==> src/design/afd_pkg.sv <==
`default_nettype none

package afd_pkg;

  // sample and magnitude widths
  localparam int SAMPLE_BITS = 16;
  localparam int SQ_W        = 2 * SAMPLE_BITS;
  localparam int MAG_W       = SQ_W + 2;
  localparam int MAG_OUT_W   = 32;
  localparam int CMP_W       = (MAG_W > MAG_OUT_W) ? MAG_W : MAG_OUT_W + 1;

  // configuration registers
  localparam int LEVEL_W    = 15;
  localparam int LEVEL_SQ_W = 2 * LEVEL_W;
  localparam int INTERVAL_W = 16;
  localparam int CHECKS_W   = 8;
  localparam int CFG_IDX_W  = 3;
  localparam int CFG_DATA_W = 16;

  localparam logic [CFG_IDX_W-1:0] REG_FREE_FALL_LEVEL = 3'd0;
  localparam logic [CFG_IDX_W-1:0] REG_IMPACT_LEVEL    = 3'd1;
  localparam logic [CFG_IDX_W-1:0] REG_MOVEMENT_LEVEL  = 3'd2;
  localparam logic [CFG_IDX_W-1:0] REG_CHECK_INTERVAL  = 3'd3;
  localparam logic [CFG_IDX_W-1:0] REG_WATCH_CHECKS    = 3'd4;

  // levels are held squared
  localparam logic [LEVEL_SQ_W-1:0] FREE_FALL_SQ_RST = LEVEL_SQ_W'(1280 * 1280);
  localparam logic [LEVEL_SQ_W-1:0] IMPACT_SQ_RST    = LEVEL_SQ_W'(6400 * 6400);
  localparam logic [LEVEL_SQ_W-1:0] MOVEMENT_SQ_RST  = LEVEL_SQ_W'(3072 * 3072);
  localparam logic [INTERVAL_W-1:0] CHECK_INTERVAL_RST = INTERVAL_W'(100);
  localparam logic [CHECKS_W-1:0]   WATCH_CHECKS_RST   = CHECKS_W'(3);

  // detector phases
  localparam int PHASE_W = 2;
  localparam logic [PHASE_W-1:0] PH_IDLE      = 2'd0;
  localparam logic [PHASE_W-1:0] PH_ARMED     = 2'd1;
  localparam logic [PHASE_W-1:0] PH_WATCH     = 2'd2;
  localparam logic [PHASE_W-1:0] PH_CONFIRMED = 2'd3;

  // queue between front and back
  localparam int MID_DEPTH = 4;
  localparam int MID_PTR_W = $clog2(MID_DEPTH);
  localparam int MID_CNT_W = $clog2(MID_DEPTH + 1);

  // result skid queue in the back, power of two deep
  localparam int OUT_DEPTH = 2;
  localparam int OUT_PTR_W = $clog2(OUT_DEPTH);
  localparam int OUT_CNT_W = $clog2(OUT_DEPTH + 1);

  localparam logic [CMP_W-1:0] MAG_MAX = CMP_W'(33'h0_FFFF_FFFF);

  typedef logic [MAG_W-1:0] mag_t;

  typedef struct packed {
    logic signed [SAMPLE_BITS-1:0] accel_x;
    logic signed [SAMPLE_BITS-1:0] accel_y;
    logic signed [SAMPLE_BITS-1:0] accel_z;
  } in_word_t;

  typedef struct packed {
    logic [MAG_OUT_W-1:0] magnitude_squared;
    logic [PHASE_W-1:0]   phase;
    logic                 free_fall_event;
    logic                 impact_event;
    logic                 false_alarm;
    logic                 fall_confirmed;
  } out_word_t;

  // saturate the full-width sum to the 32-bit result field
  function automatic logic [MAG_OUT_W-1:0] sat_mag(input mag_t m);
    logic [CMP_W-1:0] w;
    w = CMP_W'(m);
    if (w > MAG_MAX) begin
      sat_mag = '1;
    end else begin
      sat_mag = MAG_OUT_W'(w);
    end
  endfunction

endpackage

`default_nettype wire

==> src/design/afd_front.sv <==
`default_nettype none

module afd_front (
  input  wire logic                           clk,
  input  wire logic                           rst_n,
  input  wire logic                           in_push,
  input  wire afd_pkg::in_word_t              in_word,
  input  wire logic [afd_pkg::MID_CNT_W-1:0]  mid_count,
  output logic                                in_full,
  output logic                                mag_push,
  output afd_pkg::mag_t                       mag_data
);

  logic                          accept;
  logic [afd_pkg::SAMPLE_BITS-1:0] abs_x, abs_y, abs_z;
  logic                          v1_r, v2_r;
  logic [afd_pkg::SQ_W-1:0]      sq_x_r, sq_y_r, sq_z_r;
  afd_pkg::mag_t                 mag_r;
  logic [afd_pkg::MID_CNT_W:0]   used;

  // credits: queue fill plus words still in the two stages
  assign used    = (afd_pkg::MID_CNT_W + 1)'(mid_count)
                 + (afd_pkg::MID_CNT_W + 1)'(v1_r)
                 + (afd_pkg::MID_CNT_W + 1)'(v2_r);
  assign in_full = used >= (afd_pkg::MID_CNT_W + 1)'(afd_pkg::MID_DEPTH);
  assign accept  = in_push && !in_full;

  // two's complement magnitude, the most negative value maps to its unsigned twin
  assign abs_x = in_word.accel_x[afd_pkg::SAMPLE_BITS-1] ? -in_word.accel_x : in_word.accel_x;
  assign abs_y = in_word.accel_y[afd_pkg::SAMPLE_BITS-1] ? -in_word.accel_y : in_word.accel_y;
  assign abs_z = in_word.accel_z[afd_pkg::SAMPLE_BITS-1] ? -in_word.accel_z : in_word.accel_z;

  always_ff @(posedge clk) begin
    if (!rst_n) begin
      v1_r <= 1'b0;
      v2_r <= 1'b0;
    end else begin
      v1_r <= accept;
      v2_r <= v1_r;
    end
  end

  always_ff @(posedge clk) begin
    sq_x_r <= afd_pkg::SQ_W'(abs_x) * afd_pkg::SQ_W'(abs_x);
    sq_y_r <= afd_pkg::SQ_W'(abs_y) * afd_pkg::SQ_W'(abs_y);
    sq_z_r <= afd_pkg::SQ_W'(abs_z) * afd_pkg::SQ_W'(abs_z);
    mag_r  <= afd_pkg::MAG_W'(sq_x_r) + afd_pkg::MAG_W'(sq_y_r) + afd_pkg::MAG_W'(sq_z_r);
  end

  assign mag_push = v2_r;
  assign mag_data = mag_r;

endmodule

`default_nettype wire

==> src/design/afd_queue.sv <==
`default_nettype none

module afd_queue (
  input  wire logic                           clk,
  input  wire logic                           rst_n,
  input  wire logic                           push,
  input  wire afd_pkg::mag_t                  push_data,
  input  wire logic                           pop,
  output logic                                empty,
  output afd_pkg::mag_t                       head,
  output logic [afd_pkg::MID_CNT_W-1:0]       count
);

  afd_pkg::mag_t                   mem_r [afd_pkg::MID_DEPTH];
  logic [afd_pkg::MID_PTR_W-1:0]   wr_ptr_r, rd_ptr_r;
  logic [afd_pkg::MID_CNT_W-1:0]   count_r, count_nxt;

  // push is credit controlled upstream, never lands on a full queue
  always_comb begin
    count_nxt = count_r;
    if (push && !pop) begin
      count_nxt = count_r + afd_pkg::MID_CNT_W'(1);
    end else if (!push && pop) begin
      count_nxt = count_r - afd_pkg::MID_CNT_W'(1);
    end
  end

  always_ff @(posedge clk) begin
    if (!rst_n) begin
      wr_ptr_r <= '0;
      rd_ptr_r <= '0;
      count_r  <= '0;
    end else begin
      if (push) begin
        wr_ptr_r <= wr_ptr_r + afd_pkg::MID_PTR_W'(1);
      end
      if (pop) begin
        rd_ptr_r <= rd_ptr_r + afd_pkg::MID_PTR_W'(1);
      end
      count_r <= count_nxt;
    end
  end

  always_ff @(posedge clk) begin
    if (push) begin
      mem_r[wr_ptr_r] <= push_data;
    end
  end

  assign empty = (count_r == '0);
  assign head  = mem_r[rd_ptr_r];
  assign count = count_r;

endmodule

`default_nettype wire

==> src/design/afd_back.sv <==
`default_nettype none

module afd_back (
  input  wire logic                            clk,
  input  wire logic                            rst_n,
  input  wire logic                            cfg_we,
  input  wire logic [afd_pkg::CFG_IDX_W-1:0]   cfg_idx,
  input  wire logic [afd_pkg::CFG_DATA_W-1:0]  cfg_data,
  input  wire logic                            mid_empty,
  input  wire afd_pkg::mag_t                   mid_head,
  output logic                                 mid_pop,
  output logic                                 out_empty,
  input  wire logic                            out_pop,
  output afd_pkg::out_word_t                   out_word
);

  logic [afd_pkg::LEVEL_SQ_W-1:0] ff_sq_r, imp_sq_r, mov_sq_r;
  logic [afd_pkg::INTERVAL_W-1:0] interval_r;
  logic [afd_pkg::CHECKS_W-1:0]   watch_r;
  logic [afd_pkg::LEVEL_W-1:0]    lvl;
  logic [afd_pkg::LEVEL_SQ_W-1:0] lvl_sq;

  logic [afd_pkg::PHASE_W-1:0]    phase_r, phase_nxt;
  logic [afd_pkg::INTERVAL_W-1:0] cnt_r, cnt_nxt, cnt_inc, period;
  logic [afd_pkg::CHECKS_W-1:0]   quiet_r, quiet_nxt, quiet_inc;

  logic [afd_pkg::CMP_W-1:0]      mag_w;
  logic                           below_ff, above_imp, above_mov;
  logic                           ff_ev, imp_ev, false_ev;
  afd_pkg::out_word_t             res;

  afd_pkg::out_word_t             oq_r [afd_pkg::OUT_DEPTH];
  logic [afd_pkg::OUT_PTR_W-1:0]  oq_wr_r, oq_rd_r;
  logic [afd_pkg::OUT_CNT_W-1:0]  oq_cnt_r;
  logic                           oq_push, oq_pop;

  assign lvl    = afd_pkg::LEVEL_W'(cfg_data);
  assign lvl_sq = afd_pkg::LEVEL_SQ_W'(lvl) * afd_pkg::LEVEL_SQ_W'(lvl);

  always_ff @(posedge clk) begin
    if (!rst_n) begin
      ff_sq_r    <= afd_pkg::FREE_FALL_SQ_RST;
      imp_sq_r   <= afd_pkg::IMPACT_SQ_RST;
      mov_sq_r   <= afd_pkg::MOVEMENT_SQ_RST;
      interval_r <= afd_pkg::CHECK_INTERVAL_RST;
      watch_r    <= afd_pkg::WATCH_CHECKS_RST;
    end else if (cfg_we) begin
      unique case (cfg_idx)
        afd_pkg::REG_FREE_FALL_LEVEL: ff_sq_r    <= lvl_sq;
        afd_pkg::REG_IMPACT_LEVEL:    imp_sq_r   <= lvl_sq;
        afd_pkg::REG_MOVEMENT_LEVEL:  mov_sq_r   <= lvl_sq;
        afd_pkg::REG_CHECK_INTERVAL:  interval_r <= afd_pkg::INTERVAL_W'(cfg_data);
        afd_pkg::REG_WATCH_CHECKS:    watch_r    <= afd_pkg::CHECKS_W'(cfg_data);
        default: ;
      endcase
    end
  end

  assign oq_push = !mid_empty
                 && (oq_cnt_r != afd_pkg::OUT_CNT_W'(afd_pkg::OUT_DEPTH));
  assign oq_pop  = out_pop && (oq_cnt_r != '0);
  assign mid_pop = oq_push;

  assign mag_w     = afd_pkg::CMP_W'(mid_head);
  assign below_ff  = mag_w < afd_pkg::CMP_W'(ff_sq_r);
  assign above_imp = mag_w > afd_pkg::CMP_W'(imp_sq_r);
  assign above_mov = mag_w > afd_pkg::CMP_W'(mov_sq_r);

  assign cnt_inc   = cnt_r + afd_pkg::INTERVAL_W'(1);
  assign period    = (interval_r == '0) ? afd_pkg::INTERVAL_W'(1) : interval_r;
  assign quiet_inc = (quiet_r == '1) ? quiet_r : quiet_r + afd_pkg::CHECKS_W'(1);

  always_comb begin
    phase_nxt = phase_r;
    cnt_nxt   = cnt_r;
    quiet_nxt = quiet_r;
    ff_ev     = 1'b0;
    imp_ev    = 1'b0;
    false_ev  = 1'b0;
    unique case (phase_r) inside
      afd_pkg::PH_IDLE, afd_pkg::PH_ARMED: begin
        ff_ev = below_ff;
        if (below_ff) begin
          phase_nxt = afd_pkg::PH_ARMED;
        end
        // impact sees the arm from this same sample
        if ((below_ff || phase_r == afd_pkg::PH_ARMED) && above_imp) begin
          imp_ev    = 1'b1;
          phase_nxt = afd_pkg::PH_WATCH;
          cnt_nxt   = '0;
          quiet_nxt = '0;
        end
      end
      afd_pkg::PH_WATCH: begin
        if (cnt_inc >= period) begin
          cnt_nxt = '0;
          if (above_mov) begin
            false_ev  = 1'b1;
            phase_nxt = afd_pkg::PH_IDLE;
            quiet_nxt = '0;
          end else begin
            quiet_nxt = quiet_inc;
            if (quiet_inc >= watch_r) begin
              phase_nxt = afd_pkg::PH_CONFIRMED;
            end
          end
        end else begin
          cnt_nxt = cnt_inc;
        end
      end
      default: ;
    endcase
  end

  always_comb begin
    res.magnitude_squared = afd_pkg::sat_mag(mid_head);
    res.phase             = phase_nxt;
    res.free_fall_event   = ff_ev;
    res.impact_event      = imp_ev;
    res.false_alarm       = false_ev;
    res.fall_confirmed    = (phase_nxt == afd_pkg::PH_CONFIRMED);
  end

  always_ff @(posedge clk) begin
    if (!rst_n) begin
      phase_r  <= afd_pkg::PH_IDLE;
      cnt_r    <= '0;
      quiet_r  <= '0;
      oq_wr_r  <= '0;
      oq_rd_r  <= '0;
      oq_cnt_r <= '0;
    end else begin
      if (oq_push) begin
        phase_r <= phase_nxt;
        cnt_r   <= cnt_nxt;
        quiet_r <= quiet_nxt;
        oq_wr_r <= oq_wr_r + afd_pkg::OUT_PTR_W'(1);
      end
      if (oq_pop) begin
        oq_rd_r <= oq_rd_r + afd_pkg::OUT_PTR_W'(1);
      end
      oq_cnt_r <= oq_cnt_r + afd_pkg::OUT_CNT_W'(oq_push) - afd_pkg::OUT_CNT_W'(oq_pop);
    end
  end

  always_ff @(posedge clk) begin
    if (oq_push) begin
      oq_r[oq_wr_r] <= res;
    end
  end

  assign out_empty = (oq_cnt_r == '0);
  assign out_word  = oq_r[oq_rd_r];

endmodule

`default_nettype wire

==> src/design/accel_fall_detector_core.sv <==
// a word goes through square, sum, queue and decide registers before it can be popped
// throughput: one word per cycle sustained, unless a full result queue stalls the back
// the front keeps at most four words in its queue, counting the two in its stages
// reset (rst_n low at a clock edge, synchronous): queues empty, phase idle,
// counters zero, registers back to their default levels
`default_nettype none

module accel_fall_detector_core (
  input  wire logic                            clk,
  input  wire logic                            rst_n,
  // input word channel
  input  wire logic                            in_push,
  output logic                                 in_full,
  input  wire afd_pkg::in_word_t               in_word,
  // result word channel
  output logic                                 out_empty,
  input  wire logic                            out_pop,
  output afd_pkg::out_word_t                   out_word,
  // configuration writes
  input  wire logic                            cfg_we,
  input  wire logic [afd_pkg::CFG_IDX_W-1:0]   cfg_idx,
  input  wire logic [afd_pkg::CFG_DATA_W-1:0]  cfg_data
);

  // front to queue
  logic                          mag_push;
  afd_pkg::mag_t                 mag_data;
  // queue to back
  logic                          mid_empty;
  logic                          mid_pop;
  afd_pkg::mag_t                 mid_head;
  logic [afd_pkg::MID_CNT_W-1:0] mid_count;

  // front: absolute values, three squarers, then the sum
  afd_front u_front (
    .clk       (clk),
    .rst_n     (rst_n),
    .in_push   (in_push),
    .in_word   (in_word),
    .mid_count (mid_count),
    .in_full   (in_full),
    .mag_push  (mag_push),
    .mag_data  (mag_data)
  );

  // short queue of magnitudes, lets the front run while the back stalls
  afd_queue u_queue (
    .clk       (clk),
    .rst_n     (rst_n),
    .push      (mag_push),
    .push_data (mag_data),
    .pop       (mid_pop),
    .empty     (mid_empty),
    .head      (mid_head),
    .count     (mid_count)
  );

  // back: level compares, phase machine, result skid queue
  afd_back u_back (
    .clk       (clk),
    .rst_n     (rst_n),
    .cfg_we    (cfg_we),
    .cfg_idx   (cfg_idx),
    .cfg_data  (cfg_data),
    .mid_empty (mid_empty),
    .mid_head  (mid_head),
    .mid_pop   (mid_pop),
    .out_empty (out_empty),
    .out_pop   (out_pop),
    .out_word  (out_word)
  );

endmodule

`default_nettype wire
==> config.mk <==
export PLATFORM = sky130hd
export DESIGN_NAME = accel_fall_detector_core
export DESIGN_NICKNAME = d
export VERILOG_FILES = /design/src/design/afd_pkg.sv /design/src/design/afd_front.sv /design/src/design/afd_queue.sv /design/src/design/afd_back.sv /design/src/design/accel_fall_detector_core.sv
export SDC_FILE = /design/constraint.sdc
export NUM_CORES = 2
export LEC_CHECK = 0
export BUFFER_PORTS_ARGS = -buffer_cell sky130_fd_sc_hd__buf_2
export CAP_MARGIN = 10
export CORE_MARGIN = 1.5
export CORE_UTILIZATION = 35
export CTS_CLUSTER_SIZE = 8
export DETAILED_ROUTE_END_ITERATION = 8
export MAX_ROUTING_LAYER = met4
export SLEW_MARGIN = 5
export SYNTH_ARGS = -nofsm -noshare
export SYNTH_HDL_FRONTEND = slang
export SYNTH_SLANG_ARGS = --single-unit
==> constraint.sdc <==
create_clock -name clk -period 10.2 [get_ports clk]
set_input_delay 2.04 -clock clk [delete_from_list [all_inputs] [get_ports clk]]
set_output_delay 2.04 -clock clk [all_outputs]
set_load 0.005 [all_outputs]
Word-level counts from Yosys, hierarchy flattened
Memories as Yosys holds them, arrays and structs flattened. A register that Yosys moved wholly into a read port is not among the register bits.
Index checks and enable logic that the tools add are counted.
{"block": "op_classes", "n_mux": 35, "n_reduce_logical": 27, "addsub": 17, "n_lt_le_gt_ge": 7, "n_eq_ne": 11, "mul": 4}
{"cell": "multiplier 16 x 16 -> 32 bit", "n": 3}
{"cell": "2-to-1 mux 16 bit", "n": 6}
{"cell": "> comparator 34 x 30 -> 1 bit", "n": 2}
{"cell": "negation 16 bit", "n": 3}
{"cell": "adder 34 x 32 -> 34 bit", "n": 1}
{"cell": "> comparator 34 x 32 -> 1 bit (second input constant)", "n": 1}
{"cell": "less-than comparator 34 x 30 -> 1 bit", "n": 1}
{"cell": "adder 32 x 32 -> 33 bit", "n": 1}
{"cell": "2-to-1 mux 32 bit", "n": 1}
{"cell": "2-to-1 mux 8 bit", "n": 4}
{"cell": "one-hot mux 16 bit (2 select lines)", "n": 1}
{"cell": "multiplier 15 x 15 -> 30 bit", "n": 1}
{"cell": "adder 16 x 1 -> 16 bit (second input constant)", "n": 1}
{"cell": "greater-or-equal comparator 16 bit", "n": 1}
{"cell": "zero test 16 bit", "n": 1}
{"cell": "one-hot mux 8 bit (2 select lines)", "n": 1}
{"cell": "2-to-1 mux 2 bit", "n": 7}
{"cell": "2-to-1 mux 1 bit", "n": 12}
{"cell": "AND reduction 2 bit", "n": 5}
{"cell": "adder 8 x 1 -> 8 bit (second input constant)", "n": 1}
{"cell": "== test 8 bit (second input constant)", "n": 1}
{"cell": "greater-or-equal comparator 8 bit", "n": 1}
{"cell": "== test 3 x 2 -> 1 bit (second input constant)", "n": 2}
{"cell": "logical AND 1 bit", "n": 6}
{"cell": "25 further kinds", "n": 37}
{"block": "totals", "word_cells": 123, "reg_bits": 283, "input_bits": 72, "ram_bits": 212, "output_inout_bits": 40, "memories": 2}
{"memory": "u_queue.mem_r", "words": 4, "word_bits": 34, "rd": 1, "rd_ports_with_merged_regs": 1, "write_ports": 1, "line_no": "afd_queue.sv:14", "text": "afd_pkg::mag_t mem_r [afd_pkg::MID_DEPTH];"}
{"memory": "u_back.oq_r", "words": 2, "word_bits": 38, "rd": 1, "rd_ports_with_merged_regs": 1, "write_ports": 1, "line_no": "afd_back.sv:32", "text": "afd_pkg::out_word_t oq_r [afd_pkg::OUT_DEPTH];"}

Logic depth before layout (Yosys ltp)
{"block": "logic_depth", "depth_word": 8, "ltp_mapped": 34, "depth_no_buf": 33}

Modules after synthesis
Synthesis repeated with hierarchy kept, for this count alone.
{"block": "hier_totals", "hier_cells": 5053, "area_unflattened_um2": 49712.7}
{"module": "afd_front", "cells_each": 2856, "n_inst": 1, "area_per_inst_um2": 26370.3, "seq_area_each_um2": 2582.5}
{"module": "afd_back", "cells_each": 1977, "n_inst": 1, "area_per_inst_um2": 17949.7, "seq_area_each_um2": 5124.9}
{"module": "afd_queue", "cells_each": 220, "n_inst": 1, "area_per_inst_um2": 5392.7, "seq_area_each_um2": 4264.1}

Worst setup path after synthesis
OpenSTA, ideal clock, no wires.
{"block": "synth_timing", "path_kind": "input to register", "from": "in in_word[16] (netlist name)", "to": "reg u_front.sq_y_r[30] (netlist name)", "arrival_ps": 9835, "stages": 30, "path_buffers": 2, "setup_time_ps": 126, "setup_slack_ps": 239, "t_required_ps": 10074, "path_cell_list": "inv_2 clkbuf_1 ha_1 nand2_1 or3_1 or3_1 o21a_1 xnor2_1 inv_1 clkbuf_1 and2_1 fa_1 fa_1 fa_1 fa_1 fa_1 inv_1 fa_1 inv_1 ha_1 a21o_1 a21o_1 a221o_1 o31a_1 a21o_1 o41ai_1 o21ai_0 nor2_1 a22oi_1 xor2_1"}
{"block": "synth_between", "elab_chain_cells": 3}
{"item": "start, declared", "line_no": "accel_fall_detector_core.sv:14", "text": "input wire afd_pkg::in_word_t in_word,"}
{"item": "negation 16 bit", "line_no": "afd_front.sv:30", "text": "assign abs_y = in_word.accel_y[afd_pkg::SAMPLE_BITS-1] ? -in_word.accel_y : in_word.accel_y;"}
{"item": "2-to-1 mux 16 bit (*)", "line_no": "afd_front.sv:30"}
{"item": "multiplier 16 x 16 -> 32 bit (*)", "line_no": "afd_front.sv:45", "text": "sq_y_r <= afd_pkg::SQ_W'(abs_y) * afd_pkg::SQ_W'(abs_y);"}
{"item": "end signal, assigned", "line_no": "afd_front.sv:45"}
{"item": "end, declared", "line_no": "afd_front.sv:17", "text": "logic [afd_pkg::SQ_W-1:0] sq_x_r, sq_y_r, sq_z_r;"}
Mark *: on every way between the ends. The rest lies on a longest branch, timed or not.
A chain may end at the register's enable or synchronous reset.

Worst setup path after layout
{"block": "layout_timing", "from": "in in_word[16] (netlist name)", "to": "reg u_front.sq_y_r[31] (netlist name)"}
Same word-level chain as after synthesis.

==> results.yml <==
run_status:
  status: "complete, no violations"
worst_setup_path:
  crit_fanout: 8
  cpMostUsedCell: "fa_1"
  start_kind: "primary input"
  cpPeakStageDelay_ns: 0.54
  startpoint: "in_word[16]"
  timing.rr.start: "u_front.sq_y_r[3]$_DFF_P_"
  crit_slowest_cell: "fa_1"
  worstSetupPathType: "primary input to register"
  critPathCaptureType: "register"
  critical_path_required_ns: 10.74
  critPathArrivalTime_ns: 10.03
cts:
  postCtsHoldBufs: 0
  clk_pin_slew_ns: 0.07
  post_cts_resized: 0
  cts-buffers-inserted: 73
  htreeDepth: 3
  clock-root-buffer: "clkbuf_16"
  cts_sinks: 492
  clock_latency_ns: 0.62
  max-clock-path-buffers: 3
  postCtsSetupBuffers: 0
  tritoncts: "yes"
logic_synthesis:
  synth-async-reset-ratio: 0
  yosysUniqueCellTypes: 81
  synth_top_area_cell: "fa_1"
  yosysWarnings: 0
  yosysMostFrequentCell: "inv_1"
  yosys-top-cells-count: "inv_1, fa_1, ha_1"
  synth_ff_type: "dfxtp_1"
  yosysSeqAreaShare: 0.241
  yosysTopAreaCellShare: 0.256
  synth_edf_count: 212
  syn_area_per_cell_um2: 9.87
  synth_top_cells_by_area: "fa_1, ha_1, edfxtp_1"
  synth_area_um2: 49600
  syn_inst: 5027
  synth-seq-cells: 492
die:
  ioPinCount: 112
  die_w_um: 379
  fp-row-count: 137
  die_area_um2: 144000
  fp.dieH_um: 379
  start_util: 0.354
  coreArea_um2: 140000
place:
  port_buffers: 111
  hpwl_um: 94700
  gp_congestion: 0.863
global_routing:
  grt_max_degree: 76
  grt_pass1_wl_um: 191000
  grt_pass1_vias: 36507
  gr-total-overflow: 0
  antenna_found_initial: 5
  track_usage: 0.173
drt:
  drtIter0Drc: 1765
  wire_per_inst_um: 16.5
  drc: 0
  finalWirelength_um: 118000
  ant_nets: 0
  first_pass_iters: 5
  viasPerCell: 4.82
  num_vias: 34371
timing:
  relSlewSlack: 0.282
  skew_ns: 0.0307
  hold_viol: 0
  tightest_slew_ns: 1.07
  period_needed_ns: 9.49
  slew_viol_final: 0
  period_share: 0.930
  max_freq_mhz: 105
  rsz0062_at_grt: "false"
  setup_viol: 0
  fin_tns_setup_ns: 0
worst_hold_path:
  min_from: "u_back.ff_sq_r[28]$_SDFFE_PN0P_"
  hold_path.class: "register to register"
cells_and_area:
  postLayoutCoreUtil: 0.393
  area_growth_pct: 11.0
  layout.nets: 6484
  n_fill_cell: 13938
  drive_gt1_frac: 0.0745
flow_run:
  drv_cap: 0
per-layer routing:
| layer | vias up | wire, um | track usage | share of wire |
|---|---|---|---|---|
| met4 | 0 | 3630 | 0.0543 | 0.031 |
| met2 | 687 | 60000 | 0.305 | 0.51 |
| li1 | 16569 | - | - | - |
| met3 | 176 | 4910 | 0.0198 | 0.042 |
| met1 | 16939 | 49400 | 0.207 | 0.42 |
| met5 | - | 0 | - | 0 |
per-stage QoR:
stage                     setup WS (ns)  cell area [um2]  hold slack, ns  std cells
after global routing              0.248            55100           0.486       7137
after CTS                         0.703            55100           0.461       7137
final                             0.710            55100           0.459       7138
after detailed placement         0.0672            52800           0.449       7014
after floorplan                   0.239            49700           0.430       5060
after global placement            0.163            52800           0.446       7014
registers in the layout, summed over array words and instances, names as in the netlist, 2 cells and up, named ones only:
| signal | count |
|---|---|
| u_queue.mem_r | 136 |
| u_queue.rd_ptr_r | 2 |
| u_back.quiet_r | 8 |
| u_back.mov_sq_r | 29 |
| u_back.ff_sq_r | 29 |
| u_back.phase_r | 2 |
| u_front.mag_data | 34 |
| u_back.watch_r | 8 |
| u_back.oq_r | 76 |
| u_front.sq_y_r | 31 |
| u_front.sq_z_r | 31 |
| u_back.cnt_r | 16 |
| u_back.interval_r | 16 |
| u_front.sq_x_r | 31 |
| u_back.oq_cnt_r | 2 |
| u_queue.wr_ptr_r | 2 |
| u_queue.count | 3 |
| u_back.imp_sq_r | 29 |
cell families after synthesis:
| kind of cell | after synthesis | share of synthesized area |
|---|---|---|
| AO/OA/AOI/OAI | 661 | 0.0912 |
| XOR/XNOR | 262 | 0.0463 |
| adder cells (fa/ha/maj) | 1199 | 0.398 |
| buffers and inverters | 1117 | 0.0847 |
| flip-flops | 492 | 0.241 |
| multiplexers | 82 | 0.0257 |
| other | 2 | 0.000151 |
| AND/OR/NAND/NOR | 1212 | 0.112 |
worst paths after layout:
| path | end | slack (ns) | cells past startpoint |
|---|---|---|---|
| setup / recovery | u_front.sq_y_r[31]$_DFF_P_ | 0.71 | 31 |
| hold / removal | u_back.ff_sq_r[28]$_SDFFE_PN0P_ | 0.46 | 2 |
| setup reg to reg | u_front.mag_data[32]$_DFF_P_ | 4.96 | 19 |
| hold reg to reg | u_back.ff_sq_r[28]$_SDFFE_PN0P_ | 0.46 | 2 |
layout by cell type, fill, tap and decap left out, types with 37 or more instances in the layout:
cell type	count
inv_1	981
fa_1	634
ha_1	565
nand2_1	496
nor2_1	304
dfxtp_1	278
edfxtp_1	212
xnor2_1	157
a21oi_1	139
a21o_1	121
buf_2	110
xor2_1	105
o21ai_0	94
and2_1	92
buf_4	85
a21boi_0	75
clkbuf_16	73
nand3_1	46
or3_1	44
mux2_2	43
nor3_1	41
o21a_1	39
and3_1	37
nor2b_1	37
layout make-up:
type                       instances  area [um2]  area share
sequential                       492       12000       0.217
antenna                            1        2.50   0.0000455
multi-input combinational       3451       33600       0.610
tap                             1876        2350      0.0426
timing repair buffer             195        1190      0.0216
inverter                        1000        3750      0.0682
clock inverter                    10         208     0.00377
clock buffer                     113        2020      0.0366
critical path: cells and delay by family:
kind / cells / cell delay [ns]
compound gates: 7 / 1.81
buf+inv: 9 / 0.85
simple gates: 6 / 1.53
xor+xnor: 2 / 0.39
fa+ha+maj: 7 / 3.41
Power is left out: the tool's default activity adds up to more than one toggle a clock period on the data nets, which glitch-free logic cannot reach.
